===== src/sv/acpem_pkg.sv =====
// Shared types and constants of the AC current peak and energy meter.
package acpem_pkg;

    // Fixed field widths
    localparam int unsigned INTERVAL_W = 16;
    localparam int unsigned SPW_W      = 8;
    localparam int unsigned CURRENT_W  = 12;
    localparam int unsigned SUM_W      = 18;
    localparam int unsigned ENERGY_W   = 13;
    localparam int unsigned PERIOD_W   = 10;

    // Current scaling: ((high - low) * 21 - 11) / 10, capped at the 12-bit range
    localparam int unsigned CUR_MUL    = 21;
    localparam int unsigned CUR_OFFSET = 11;
    localparam int unsigned CUR_DIV    = 10;
    localparam int unsigned CUR_MAX    = 4095;

    // Energy scaling: sum / slots * 220 / 60
    localparam int unsigned ENERGY_MUL = 220;
    localparam int unsigned ENERGY_DIV = 60;

    // Period counter wraps here
    localparam int unsigned PERIOD_MOD = 1000;

    // Register reset values
    localparam logic [INTERVAL_W-1:0] INTERVAL_RESET = 16'd5000;
    localparam logic [SPW_W-1:0]      SPW_RESET      = 8'd100;

    // Register indexes on the configuration port
    typedef enum logic {
        REG_RECORD_INTERVAL    = 1'b0,
        REG_SAMPLES_PER_WINDOW = 1'b1
    } t_reg_idx;

    // Result of the tracking core, before energy scaling
    typedef struct packed {
        logic [CURRENT_W-1:0] current;
        logic                 updated;
        logic [SUM_W-1:0]     latched_sum;
        logic [PERIOD_W-1:0]  period;
    } t_core_res;

endpackage


===== src/sv/acpem_core.sv =====
// Sample register, window min/max tracking, current recording and slot accumulation.
module acpem_core #(
    parameter int unsigned CYCLE_SLOTS = 60,
    parameter int unsigned SAMPLE_BITS = 10
) (
    input  logic                            i_clk,
    input  logic                            i_rst_n,
    input  logic                            i_in_valid,
    input  logic [SAMPLE_BITS-1:0]          i_sample,
    output logic                            o_in_stall,
    input  logic [acpem_pkg::INTERVAL_W-1:0] i_record_interval,
    input  logic [acpem_pkg::SPW_W-1:0]     i_samples_per_window,
    output logic                            o_res_valid,
    output acpem_pkg::t_core_res            o_res,
    input  logic                            i_res_ready
);
    import acpem_pkg::*;

    localparam int unsigned SLOT_W = (CYCLE_SLOTS > 2) ? $clog2(CYCLE_SLOTS) : 1;
    // Width of diff*21 - 11
    localparam int unsigned XW     = SAMPLE_BITS + 5;
    // Reciprocal of 10, exact for every value below 2^XW
    localparam int unsigned K_DIV  = XW + 4;
    localparam longint unsigned RECIP_L =
        ((64'd1 << K_DIV) + 64'(CUR_DIV) - 64'd1) / 64'(CUR_DIV);
    localparam logic [K_DIV-1:0] RECIP = K_DIV'(RECIP_L);

    // Input stage
    logic                   r_a_valid;
    logic [SAMPLE_BITS-1:0] r_a_sample;
    // Result stage
    logic                   r_b_valid;
    t_core_res              r_b_res;
    // Meter state
    logic [SPW_W-1:0]       r_pos;
    logic [SAMPLE_BITS-1:0] r_low;
    logic [SAMPLE_BITS-1:0] r_high;
    logic [INTERVAL_W-1:0]  r_tick;
    logic [SLOT_W-1:0]      r_slot;
    logic [CURRENT_W-1:0]   r_latest;
    logic [SUM_W-1:0]       r_sum;
    logic [SUM_W-1:0]       r_latched;
    logic [PERIOD_W-1:0]    r_period;

    logic [SPW_W-1:0]       n_pos;
    logic [SAMPLE_BITS-1:0] n_low;
    logic [SAMPLE_BITS-1:0] n_high;
    logic [INTERVAL_W-1:0]  n_tick;
    logic [SLOT_W-1:0]      n_slot;
    logic [CURRENT_W-1:0]   n_latest;
    logic [SUM_W-1:0]       n_sum;
    logic [SUM_W-1:0]       n_latched;
    logic [PERIOD_W-1:0]    n_period;
    logic                   n_updated;

    logic                   ready_a;
    logic                   ready_b;
    logic                   fire_b;

    logic [XW-1:0]          diff_ext;
    logic [XW-1:0]          scaled;
    logic [XW+K_DIV-1:0]    prod;
    logic [XW-1:0]          quot;
    logic [CURRENT_W-1:0]   cur;
    logic [SLOT_W-1:0]      slot_inc;

    // Handshake: a stage loads when empty or when its contents move on
    assign ready_b    = !r_b_valid || i_res_ready;
    assign ready_a    = !r_a_valid || ready_b;
    assign fire_b     = r_a_valid && ready_b;
    assign o_in_stall = !ready_a;

    // Effective current from the window, divide by 10 through a reciprocal
    always_comb begin
        diff_ext = XW'(r_high - r_low);
        // diff * 21 as shifts and adds, then remove the offset
        scaled   = (diff_ext << 4) + (diff_ext << 2) + diff_ext - XW'(CUR_OFFSET);
        prod     = scaled * RECIP;
        quot     = prod[K_DIV +: XW];
        if (r_high <= r_low) begin
            cur = '0;
        end else if (quot > XW'(CUR_MAX)) begin
            cur = CURRENT_W'(CUR_MAX);
        end else begin
            cur = quot[CURRENT_W-1:0];
        end
    end

    assign slot_inc = (r_slot == SLOT_W'(CYCLE_SLOTS - 1)) ? '0 : r_slot + 1'b1;

    // Next state for one sample
    always_comb begin
        n_pos     = r_pos;
        n_low     = r_low;
        n_high    = r_high;
        n_tick    = r_tick + 1'b1;
        n_slot    = r_slot;
        n_latest  = r_latest;
        n_sum     = r_sum;
        n_latched = r_latched;
        n_period  = r_period;
        n_updated = 1'b0;
        if (r_pos == '0) begin
            // open a window
            n_low  = r_a_sample;
            n_high = r_a_sample;
            n_pos  = SPW_W'(1);
        end else if (r_pos < i_samples_per_window) begin
            // track min, and max only when not a new min
            if (r_a_sample < r_low) begin
                n_low = r_a_sample;
            end else if (r_a_sample > r_high) begin
                n_high = r_a_sample;
            end
            n_pos = r_pos + 1'b1;
        end else begin
            // closing sample is dropped; record when the interval has passed
            n_pos = '0;
            if (r_tick >= i_record_interval) begin
                n_updated = 1'b1;
                n_tick    = INTERVAL_W'(1);
                n_latest  = cur;
                n_sum     = (r_slot == '0) ? SUM_W'(cur) : r_sum + SUM_W'(cur);
                n_slot    = slot_inc;
                if (slot_inc == '0) begin
                    n_latched = n_sum;
                    n_period  = (r_period == PERIOD_W'(PERIOD_MOD - 1)) ?
                                '0 : r_period + 1'b1;
                end
            end
        end
    end

    // Input stage
    always_ff @(posedge i_clk) begin
        if (!i_rst_n) begin
            r_a_valid <= 1'b0;
        end else if (ready_a) begin
            r_a_valid <= i_in_valid;
        end
        if (i_in_valid && ready_a) begin
            r_a_sample <= i_sample;
        end
    end

    // Meter state, advanced once per transfer into the result stage
    always_ff @(posedge i_clk) begin
        if (!i_rst_n) begin
            r_pos     <= '0;
            r_low     <= '0;
            r_high    <= '0;
            r_tick    <= '0;
            r_slot    <= '0;
            r_latest  <= '0;
            r_sum     <= '0;
            r_latched <= '0;
            r_period  <= '0;
        end else if (fire_b) begin
            r_pos     <= n_pos;
            r_low     <= n_low;
            r_high    <= n_high;
            r_tick    <= n_tick;
            r_slot    <= n_slot;
            r_latest  <= n_latest;
            r_sum     <= n_sum;
            r_latched <= n_latched;
            r_period  <= n_period;
        end
    end

    // Result stage
    always_ff @(posedge i_clk) begin
        if (!i_rst_n) begin
            r_b_valid <= 1'b0;
        end else if (ready_b) begin
            r_b_valid <= r_a_valid;
        end
        if (fire_b) begin
            r_b_res.current     <= n_latest;
            r_b_res.updated     <= n_updated;
            r_b_res.latched_sum <= n_latched;
            r_b_res.period      <= n_period;
        end
    end

    assign o_res_valid = r_b_valid;
    assign o_res       = r_b_res;

endmodule


===== src/sv/acpem_scale.sv =====
// Energy scaling stages and the output register.
module acpem_scale #(
    parameter int unsigned CYCLE_SLOTS = 60
) (
    input  logic                             i_clk,
    input  logic                             i_rst_n,
    input  logic                             i_valid,
    input  acpem_pkg::t_core_res             i_res,
    output logic                             o_ready,
    output logic                             o_out_valid,
    input  logic                             i_out_stall,
    output logic [acpem_pkg::CURRENT_W-1:0]  o_current_now,
    output logic                             o_current_updated,
    output logic [acpem_pkg::ENERGY_W-1:0]   o_period_energy,
    output logic [acpem_pkg::PERIOD_W-1:0]   o_period_number
);
    import acpem_pkg::*;

    // Reciprocal of the slot count, exact for any sum below 2^SUM_W
    localparam int unsigned K_SL = SUM_W + 7;
    localparam longint unsigned RECIP_SL_L =
        ((64'd1 << K_SL) + 64'(CYCLE_SLOTS) - 64'd1) / 64'(CYCLE_SLOTS);
    localparam logic [K_SL-1:0] RECIP_SL = K_SL'(RECIP_SL_L);

    // 220/60 reduces to 11/3 = 3 + 2/3; reciprocal of 3 exact below 2^(SUM_W+1)
    localparam int unsigned RED_DEN = ENERGY_DIV / 20;
    localparam int unsigned RED_NUM = ENERGY_MUL / 20;
    localparam int unsigned WHOLE   = RED_NUM / RED_DEN;
    localparam int unsigned FRAC    = RED_NUM % RED_DEN;
    localparam int unsigned XW3     = SUM_W + 2;
    localparam int unsigned K_3     = XW3 + 2;
    localparam longint unsigned RECIP_3_L =
        ((64'd1 << K_3) + 64'(RED_DEN) - 64'd1) / 64'(RED_DEN);
    localparam logic [K_3-1:0] RECIP_3 = K_3'(RECIP_3_L);

    logic                  r_c_valid;
    logic [CURRENT_W-1:0]  r_c_current;
    logic                  r_c_updated;
    logic [PERIOD_W-1:0]   r_c_period;
    logic [SUM_W-1:0]      r_c_quot;

    logic                  r_d_valid;
    logic [CURRENT_W-1:0]  r_d_current;
    logic                  r_d_updated;
    logic [PERIOD_W-1:0]   r_d_period;
    logic [ENERGY_W-1:0]   r_d_energy;

    logic                  ready_c;
    logic                  ready_d;
    logic                  fire_c;
    logic                  fire_d;

    logic [SUM_W+K_SL-1:0] prod_sl;
    logic [SUM_W-1:0]      n_quot;
    logic [XW3-1:0]        whole_part;
    logic [XW3-1:0]        frac_num;
    logic [XW3+K_3-1:0]    prod_3;
    logic [XW3-1:0]        frac_part;
    logic [XW3-1:0]        n_energy;

    assign ready_d = !r_d_valid || !i_out_stall;
    assign ready_c = !r_c_valid || ready_d;
    assign fire_c  = i_valid && ready_c;
    assign fire_d  = r_c_valid && ready_d;
    assign o_ready = ready_c;

    // Per-slot average of the latched sum
    assign prod_sl = i_res.latched_sum * RECIP_SL;
    assign n_quot  = prod_sl[K_SL +: SUM_W];

    // Scale the average by 11/3
    assign whole_part = XW3'(r_c_quot) * XW3'(WHOLE);
    assign frac_num   = XW3'(r_c_quot) * XW3'(FRAC);
    assign prod_3     = frac_num * RECIP_3;
    assign frac_part  = prod_3[K_3 +: XW3];
    assign n_energy   = whole_part + frac_part;

    // Average stage
    always_ff @(posedge i_clk) begin
        if (!i_rst_n) begin
            r_c_valid <= 1'b0;
        end else if (ready_c) begin
            r_c_valid <= i_valid;
        end
        if (fire_c) begin
            r_c_current <= i_res.current;
            r_c_updated <= i_res.updated;
            r_c_period  <= i_res.period;
            r_c_quot    <= n_quot;
        end
    end

    // Output register
    always_ff @(posedge i_clk) begin
        if (!i_rst_n) begin
            r_d_valid <= 1'b0;
        end else if (ready_d) begin
            r_d_valid <= r_c_valid;
        end
        if (fire_d) begin
            r_d_current <= r_c_current;
            r_d_updated <= r_c_updated;
            r_d_period  <= r_c_period;
            r_d_energy  <= n_energy[ENERGY_W-1:0];
        end
    end

    assign o_out_valid       = r_d_valid;
    assign o_current_now     = r_d_current;
    assign o_current_updated = r_d_updated;
    assign o_period_energy   = r_d_energy;
    assign o_period_number   = r_d_period;

endmodule


===== src/sv/ac_current_peak_energy_meter.sv =====
// Top level of the AC current peak and energy meter: configuration registers and pipeline.
//
//  channel  | handshake                 | payload
//  ---------+---------------------------+--------------------------------------------
//  input    | i_in_valid / o_in_stall   | i_adc_sample
//  output   | o_out_valid / i_out_stall | o_current_now, o_current_updated,
//           |                           | o_period_energy, o_period_number
//  config   | psel, penable, pwrite     | paddr, pwdata, prdata, pready
//
// One sample is taken per cycle while o_in_stall is low; a result passes in turn through the
// sample register, tracking stage, average stage and output register.
// The current multiply is in the tracking stage; the 11/3 multiplies share the last stage.
// Reset is synchronous and clears all meter state; registers return to 5000 and 100.
// Each stage loads when empty or when its contents move on, so an output stall reaches
// the input only once every stage holds a transfer.
module ac_current_peak_energy_meter #(
    parameter int unsigned CYCLE_SLOTS = 60,
    parameter int unsigned SAMPLE_BITS = 10
) (
    input  logic                            i_clk,
    input  logic                            i_rst_n,
    // sample channel
    input  logic                            i_in_valid,
    output logic                            o_in_stall,
    input  logic [SAMPLE_BITS-1:0]          i_adc_sample,
    // result channel
    output logic                            o_out_valid,
    input  logic                            i_out_stall,
    output logic [acpem_pkg::CURRENT_W-1:0] o_current_now,
    output logic                            o_current_updated,
    output logic [acpem_pkg::ENERGY_W-1:0]  o_period_energy,
    output logic [acpem_pkg::PERIOD_W-1:0]  o_period_number,
    // configuration port
    input  logic                            psel,
    input  logic                            penable,
    input  logic                            pwrite,
    input  logic [2:0]                      paddr,
    input  logic [31:0]                     pwdata,
    output logic [31:0]                     prdata,
    output logic                            pready
);
    import acpem_pkg::*;

    logic [INTERVAL_W-1:0] r_record_interval;
    logic [SPW_W-1:0]      r_samples_per_window;
    logic                  cfg_write;
    t_reg_idx              reg_idx;

    logic                  res_valid;
    logic                  res_ready;
    t_core_res             res;

    assign pready    = 1'b1;
    assign reg_idx   = t_reg_idx'(paddr[2]);
    assign cfg_write = psel && penable && pwrite;

    // Write configuration registers
    always_ff @(posedge i_clk) begin
        if (!i_rst_n) begin
            r_record_interval    <= INTERVAL_RESET;
            r_samples_per_window <= SPW_RESET;
        end else if (cfg_write) begin
            case (reg_idx)
                REG_RECORD_INTERVAL:    r_record_interval    <= pwdata[INTERVAL_W-1:0];
                REG_SAMPLES_PER_WINDOW: r_samples_per_window <= pwdata[SPW_W-1:0];
                default: ;
            endcase
        end
    end

    // Read back configuration registers
    always_comb begin
        case (reg_idx)
            REG_RECORD_INTERVAL:    prdata = 32'(r_record_interval);
            REG_SAMPLES_PER_WINDOW: prdata = 32'(r_samples_per_window);
            default:                prdata = '0;
        endcase
    end

    acpem_core #(
        .CYCLE_SLOTS (CYCLE_SLOTS),
        .SAMPLE_BITS (SAMPLE_BITS)
    ) u_core (
        .i_clk                (i_clk),
        .i_rst_n              (i_rst_n),
        .i_in_valid           (i_in_valid),
        .i_sample             (i_adc_sample),
        .o_in_stall           (o_in_stall),
        .i_record_interval    (r_record_interval),
        .i_samples_per_window (r_samples_per_window),
        .o_res_valid          (res_valid),
        .o_res                (res),
        .i_res_ready          (res_ready)
    );

    acpem_scale #(
        .CYCLE_SLOTS (CYCLE_SLOTS)
    ) u_scale (
        .i_clk             (i_clk),
        .i_rst_n           (i_rst_n),
        .i_valid           (res_valid),
        .i_res             (res),
        .o_ready           (res_ready),
        .o_out_valid       (o_out_valid),
        .i_out_stall       (i_out_stall),
        .o_current_now     (o_current_now),
        .o_current_updated (o_current_updated),
        .o_period_energy   (o_period_energy),
        .o_period_number   (o_period_number)
    );

endmodule


===== config.mk =====
export PLATFORM = sky130hd
export DESIGN_NAME = ac_current_peak_energy_meter
export DESIGN_NICKNAME = d
export VERILOG_FILES = /design/src/sv/acpem_pkg.sv /design/src/sv/acpem_core.sv /design/src/sv/acpem_scale.sv /design/src/sv/ac_current_peak_energy_meter.sv
export SDC_FILE = /design/constraint.sdc
export NUM_CORES = 1
export LEC_CHECK = 0
export BUFFER_PORTS_ARGS = -buffer_cell sky130_fd_sc_hd__buf_2
export CORE_UTILIZATION = 40
export DETAILED_ROUTE_END_ITERATION = 12
export GPL_ROUTABILITY_DRIVEN = 0
export PLACE_DENSITY_LB_ADDON = 0.15
export SYNTH_ARGS = -nofsm -noshare
export SYNTH_HDL_FRONTEND = slang
export SYNTH_SLANG_ARGS = --single-unit

===== constraint.sdc =====
create_clock -name i_clk -period 14.3 [get_ports i_clk]
set_input_delay 2.86 -clock i_clk [delete_from_list [all_inputs] [get_ports i_clk]]
set_output_delay 2.86 -clock i_clk [all_outputs]
set_load 0.01 [all_outputs]

## After elaboration in Yosys (flattened, before gate mapping)

Index checks and enable logic that the tools add are counted.

- Flip-flop bits (word level): 259
- Input port bits: 52
- Output and inout port bits: 71
- Logic and storage cells: 110

- Add/sub/neg operators: 10
- Multipliers: 4
- Magnitude comparators: 5
- Eq/ne operators: 3
- Muxes and demuxes: 29
- Bitwise operators: 3
- Reduce and logical (&&, ||, !) cells: 28

Operators with widths:

| kind | count |
|---|---|
| 10-bit 2-to-1 mux | 12 |
| 18-bit 2-to-1 mux | 5 |
| 32-bit case mux with 2 select lines | 1 |
| 12-bit 2-to-1 mux | 4 |
| 16-bit 2-to-1 mux | 3 |
| 18-bit by 20-bit multiplier with 38-bit output, second input constant | 1 |
| 13-bit by 20-bit multiplier with 33-bit output, second input constant | 1 |
| 15-bit by 16-bit multiplier with 31-bit output, second input constant | 1 |
| 15-bit adder | 2 |
| 18-bit by 12-bit adder with 18-bit output | 1 |
| 16-bit by 1-bit adder with 16-bit output, second input constant | 1 |
| 16-bit >= comparator | 1 |
| 8-bit 2-to-1 mux | 2 |
| 15-bit by 4-bit subtractor with 15-bit output, second input constant | 1 |
| 13-bit adder | 1 |
| 13-bit by 2-bit multiplier with 13-bit output, second input constant | 1 |
| 6-bit logical NOT | 2 |
| 10-bit by 10-bit subtractor with 11-bit output | 1 |
| 10-bit by 1-bit adder with 10-bit output, second input constant | 1 |
| 10-bit == test, second input constant | 1 |
| 10-bit > comparator | 1 |
| 10-bit <= comparator | 1 |
| 10-bit less-than comparator | 1 |
| 8-bit by 1-bit adder with 8-bit output, second input constant | 1 |
| 16 further kinds | 35 |

## Depth between registers and ports, before layout

- Depth in word-level cells: 12
- Depth in mapped cells: 50
- Depth with buffers taken out: 50

## Cells and area by module

Synthesis repeated with hierarchy kept, for this count alone.

- Cells, all modules: 2443
- Area, all modules: 23526.3 um^2

Modules (own cells, without submodules):

| module | times used | cells an instance | area an instance (um^2) | seq. area each (um^2) |
|---|---|---|---|---|
| acpem_core | 1 | 1510 | 13436.6 | 3733.6 |
| acpem_scale | 1 | 792 | 8787.2 | 2202.1 |
| ac_current_peak_energy_meter | 1 | 141 | 1302.5 | 480.5 |

## Least setup slack after synthesis

OpenSTA, ideal clock, no wires.

- Kind: register -> register
- From: reg u_core.r_low[1]
- To: reg u_core.r_b_res (netlist bit u_core.o_res[24]) (data pin)
- Setup time: 0.268 ns
- Data arrival time: 10.265 ns
- Data required time: 14.032 ns
- Slack: 3.766 ns
- Stages on the path, launching flop included: 45
- Path buffers: 0
- Period minus slack after synthesis: 10.534 ns
- Path through: dfxtp_1 > inv_1 > ha_1 > nor2b_1 > o211ai_1 > a31oi_1 > o22a_1 > a21oi_1 > xor2_1 > ha_1 > fa_1 > inv_1 > ha_1 > and2_1 > o311ai_1 > a31oi_1 > or3b_4 > a21oi_2 > (+9 left out) > inv_1 > ha_1 > nand4_1 > a211oi_1 > o41ai_1 > o31ai_2 > a21oi_1 > o21ai_0 > xnor2_1 > nor2_1 > ha_1 > or3_1 > o21bai_1 > a41o_1 > o41a_1 > nand3_1 > xor2_1 > o31ai_1

- Word-level cells in the longest chain between the ends: 12
- Elaborated cells on any way between the ends: 13
- Classes of those cells: add/sub (5); mul (1); order compare (1); mux (6)

RTL lines:

| item | line | source |
|---|---|---|
| from (decl) | acpem_core.sv:36 | `logic [SAMPLE_BITS-1:0] r_low;` |
| from (signal assigned) | acpem_core.sv:160 | `r_low <= n_low;` |
| 10-bit by 10-bit subtractor with 11-bit output | acpem_core.sv:75 | `diff_ext = XW'(r_high - r_low);` |
| 15-bit adder (2 in a row) | acpem_core.sv:77 | `scaled = (diff_ext << 4) + (diff_ext << 2) + diff_ext - XW'(CUR_OFFSET);` |
| 15-bit by 4-bit subtractor with 15-bit output | acpem_core.sv:77 |  |
| 15-bit by 16-bit multiplier with 31-bit output | acpem_core.sv:78 | `prod = scaled * RECIP;` |
| 12-bit 2-to-1 mux (*) | acpem_core.sv:80 | `if (r_high <= r_low) begin` |
| 18-bit by 12-bit adder with 18-bit output (*) | acpem_core.sv:123 | `n_sum = (r_slot == '0) ? SUM_W'(cur) : r_sum + SUM_W'(cur);` |
| 18-bit 2-to-1 mux (*) | acpem_core.sv:123 |  |
| 18-bit 2-to-1 mux (*) | acpem_core.sv:125 | `if (slot_inc == '0) begin` |
| 18-bit 2-to-1 mux (*) | acpem_core.sv:119 | `if (r_tick >= i_record_interval) begin` |
| 18-bit 2-to-1 mux (*) | acpem_core.sv:108 | `end else if (r_pos < i_samples_per_window) begin` |
| 18-bit 2-to-1 mux (*) | acpem_core.sv:103 | `if (r_pos == '0) begin` |
| via u_core.n_latched[14] | acpem_core.sv:52 | `logic [SUM_W-1:0] n_latched;` |
| to (decl) | acpem_core.sv:33 | `t_core_res r_b_res;` |

The timed path passes the listed nets; every way through them passes the cells marked *.
A chain may end at the register's enable or synchronous reset.

## Worst setup path in the final report

- From: reg u_core.r_low[1]
- To: reg u_core.r_b_res (netlist bit u_core.o_res[23]) (data pin)

The elaborated chain is that of the path after synthesis.

==> impl_metrics.py <==
metrics = {
    "status": {
        "status": "complete, no violations",
    },
    "hold_path": {
        "whs_endpoint": "u_scale.o_current_now[7]",
        "hold_path.class": "reg2reg",
        "hold_depth": 0,
        "worstHoldStart": "u_scale.r_c_current[7]",
    },
    "critical_path": {
        "r2r-end": "u_core.o_res[23]",
        "critPathMaxFanout": 5,
        "slowest_delay_ns": 0.58,
        "reg2reg_depth": 45,
        "end_kind": "flop",
        "startpoint_type": "flop",
        "crit_type": "reg2reg",
        "arrival_ns": 12.22,
        "cp.required_ns": 14.59,
        "r2r-start": "u_core.r_low[1]",
        "rrSetupSlack_ns": 2.37,
        "timing.critical_path.max_delay_family": "adder cells",
        "slowest_stage": "fa_1",
        "crit_buf_inv": 6,
        "path_depth": 45,
    },
    "synth": {
        "avgSynthCellArea_um2": 9.55,
        "ys_types": 91,
        "yosys_warnings": 0,
        "synth_seq_area_share_pct": 27.6,
        "synth_most_common_cell": "ha_1",
        "syn_inst": 2439,
        "synthFlopType": "dfxtp_1",
        "yosys-top-cells-area": "ha_1, edfxtp_1, fa_1, dfxtp_1, inv_1",
        "ys_ff_latch": 259,
        "syn_area_um2": 23300,
        "async_reset_ff_share_pct": 0,
        "synth_edf_count": 123,
        "synth_top_cell_by_area": "ha_1",
        "synth_top_area_share_pct": 21.2,
        "synth_top_cells_by_count": "ha_1, inv_1, nand2_1",
    },
    "global_routing": {
        "antenna_found_initial": 1,
        "track_usage_pct": 17.4,
        "grt_pass1_wl_um": 84600,
        "overflow": 0,
        "grt_pass1_vias": 17358,
        "grt_max_degree": 54,
    },
    "final_layout": {
        "diodes": 0,
        "syn2layout_area_growth_pct": 10.3,
        "regArea_um2": 6420,
        "nets": 3133,
        "multiInputGateArea_um2": 15100,
        "drive_gt1_share_pct": 7.98,
        "fillers": 5597,
    },
    "floorplanning": {
        "die_h_um": 243,
        "start_util_pct": 40.4,
        "die_area_um2": 59200,
        "io_pins": 123,
        "die_x_um": 243,
        "rows": 88,
        "fp.coreArea_um2": 57600,
    },
    "cts": {
        "h-tree-depth": 2,
        "clock_latency_ns": 0.56,
        "clock_sinks": 259,
        "post_cts_buffers": 0,
        "clock-root-buffer": "clkbuf_16",
        "cts_resized": 0,
        "cts.hold.buffers_added": 0,
        "cts_tree": "built",
        "clk_pin_slew_ns": 0.06,
        "cts_buffers": 34,
        "cts.path.max_buffers": 3,
    },
    "drt": {
        "firstDrtPassIters": 5,
        "drtIter0Drc": 655,
        "ant_nets": 0,
        "wl_um": 50300,
        "via_per_inst": 5.09,
        "post-route-drc-count": 0,
        "vias": 16835,
        "routedWlPerCell_um": 15.2,
    },
    "run": {
        "max-cap-violations": 0,
    },
    "placement": {
        "dp_hpwl_um": 40100,
        "io_buffers": 87,
    },
    "timing": {
        "max-slew-margin-rel_pct": 29.4,
        "fmax_mhz": 83.8,
        "finalSetupViolCount": 0,
        "tightest_slew_ns": 1.06,
        "skew_ns": 0.0425,
        "final.period_utilization_pct": 83.4,
        "setup_tns_ns": 0,
        "rsz0062_at_grt": "false",
        "drv_slew": 0,
        "hold_violations": 0,
        "period_needed_ns": 11.93,
    },
}
-- routing by layer --
metal | global-route usage [%] | share of wire [%] | vias up
li1 | - | - | 8439
met3 | 2.29 | 2.7 | 74
met5 | 0 | 0.030 | -
met4 | 4.83 | 2.3 | 2
met1 | 21.8 | 46 | 8112
met2 | 31.0 | 49 | 208
-- per-stage QoR --
step	util (%)	setup WS (ns)	hold WS [ns]	cells	area (µm²)
2_1_floorplan	-	3.77	0.400	2454	23300
3_5_place_dp	42.5	2.39	0.405	3246	24500
4_1_cts	44.6	2.33	0.418	3308	25700
3_3_place_gp	42.5	2.44	0.401	3246	24500
6_report	44.6	2.37	0.415	3308	25700
5_1_grt	44.6	1.46	0.422	3308	25700
-- flip-flops by register name, indices dropped and copies added, names as in the netlist, 6 cells and up --
| register | cells |
|---|---|
| u_scale.o_current_now | 12 |
| u_scale.o_period_number | 10 |
| r_record_interval | 16 |
| u_core.r_latest | 12 |
| u_core.r_pos | 8 |
| u_scale.r_c_quot | 13 |
| r_samples_per_window | 8 |
| u_scale.o_period_energy | 13 |
| u_core.r_tick | 16 |
| u_scale.r_c_current | 12 |
| u_core.r_a_sample | 10 |
| u_core.r_period | 10 |
| u_core.r_slot | 6 |
| u_core.r_high | 10 |
| u_core.r_latched | 18 |
| u_core.r_low | 10 |
| u_core.o_res | 41 |
| u_core.r_sum | 18 |
| u_scale.r_c_period | 10 |
-- worst reg2reg max path: cells and delay by family, from the launching register on --
kind / cells / cell delay (ns)
simple gates: 7 / 1.25
buf+inv: 6 / 0.37
mux: 1 / 0.35
compound gates: 18 / 4.06
flops: 1 / 0.32
fa+ha+maj: 11 / 4.73
xor+xnor: 2 / 0.59
-- cells by family after synthesis --
family | count (synthesis) | synth area share (%)
AO/OA/AOI/OAI | 469 | 12.6
AND/OR/NAND/NOR | 556 | 11.1
buffers and inverters | 460 | 7.79
XOR/XNOR | 100 | 3.82
multiplexers | 29 | 1.32
other | 2 | 0.0322
flip-flops | 259 | 27.6
adder cells (fa/ha/maj) | 564 | 35.8
-- area by class of cell --
cell class,instances,area share (%)
clock buffer,46,3.80
clock inverter,16,0.848
inverter,389,5.69
multi-input combinational,1735,58.9
sequential,259,25.0
tap,765,3.73
timing repair buffer,98,2.02
-- cells in the final DEF, fill, tap and decap left out, types with 16 or more instances in the layout --
master       n
or3_1       16
xnor2_1     59
nand2b_1    18
buf_2       87
and3_1      26
xor2_1      40
ha_1       395
a21o_1      36
inv_1      387
fa_1       169
nand4_1     16
edfxtp_1   123
conb_1      17
clkbuf_16   35
nor2_1     148
a21oi_1    165
nand3_1     56
dfxtp_1    136
o21ai_0    117
mux2i_1     16
nand2_1    199
-- worst max path at each step --
stage	startpoint	to	slack, ns
floorplan	u_core.r_low[1]	u_core.o_res[24]	3.77
global placement	u_core.r_low[1]	u_core.o_res[23]	2.44
detailed placement	u_core.r_low[1]	u_core.o_res[23]	2.39
CTS	u_core.r_low[1]	u_core.o_res[23]	2.33
global route	u_core.r_low[1]	u_core.o_res[23]	1.46
finish	u_core.r_low[1]	u_core.o_res[23]	2.37
Power is left out: the tool's default activity adds up to more than one toggle a clock period on the data nets, which glitch-free logic cannot reach.
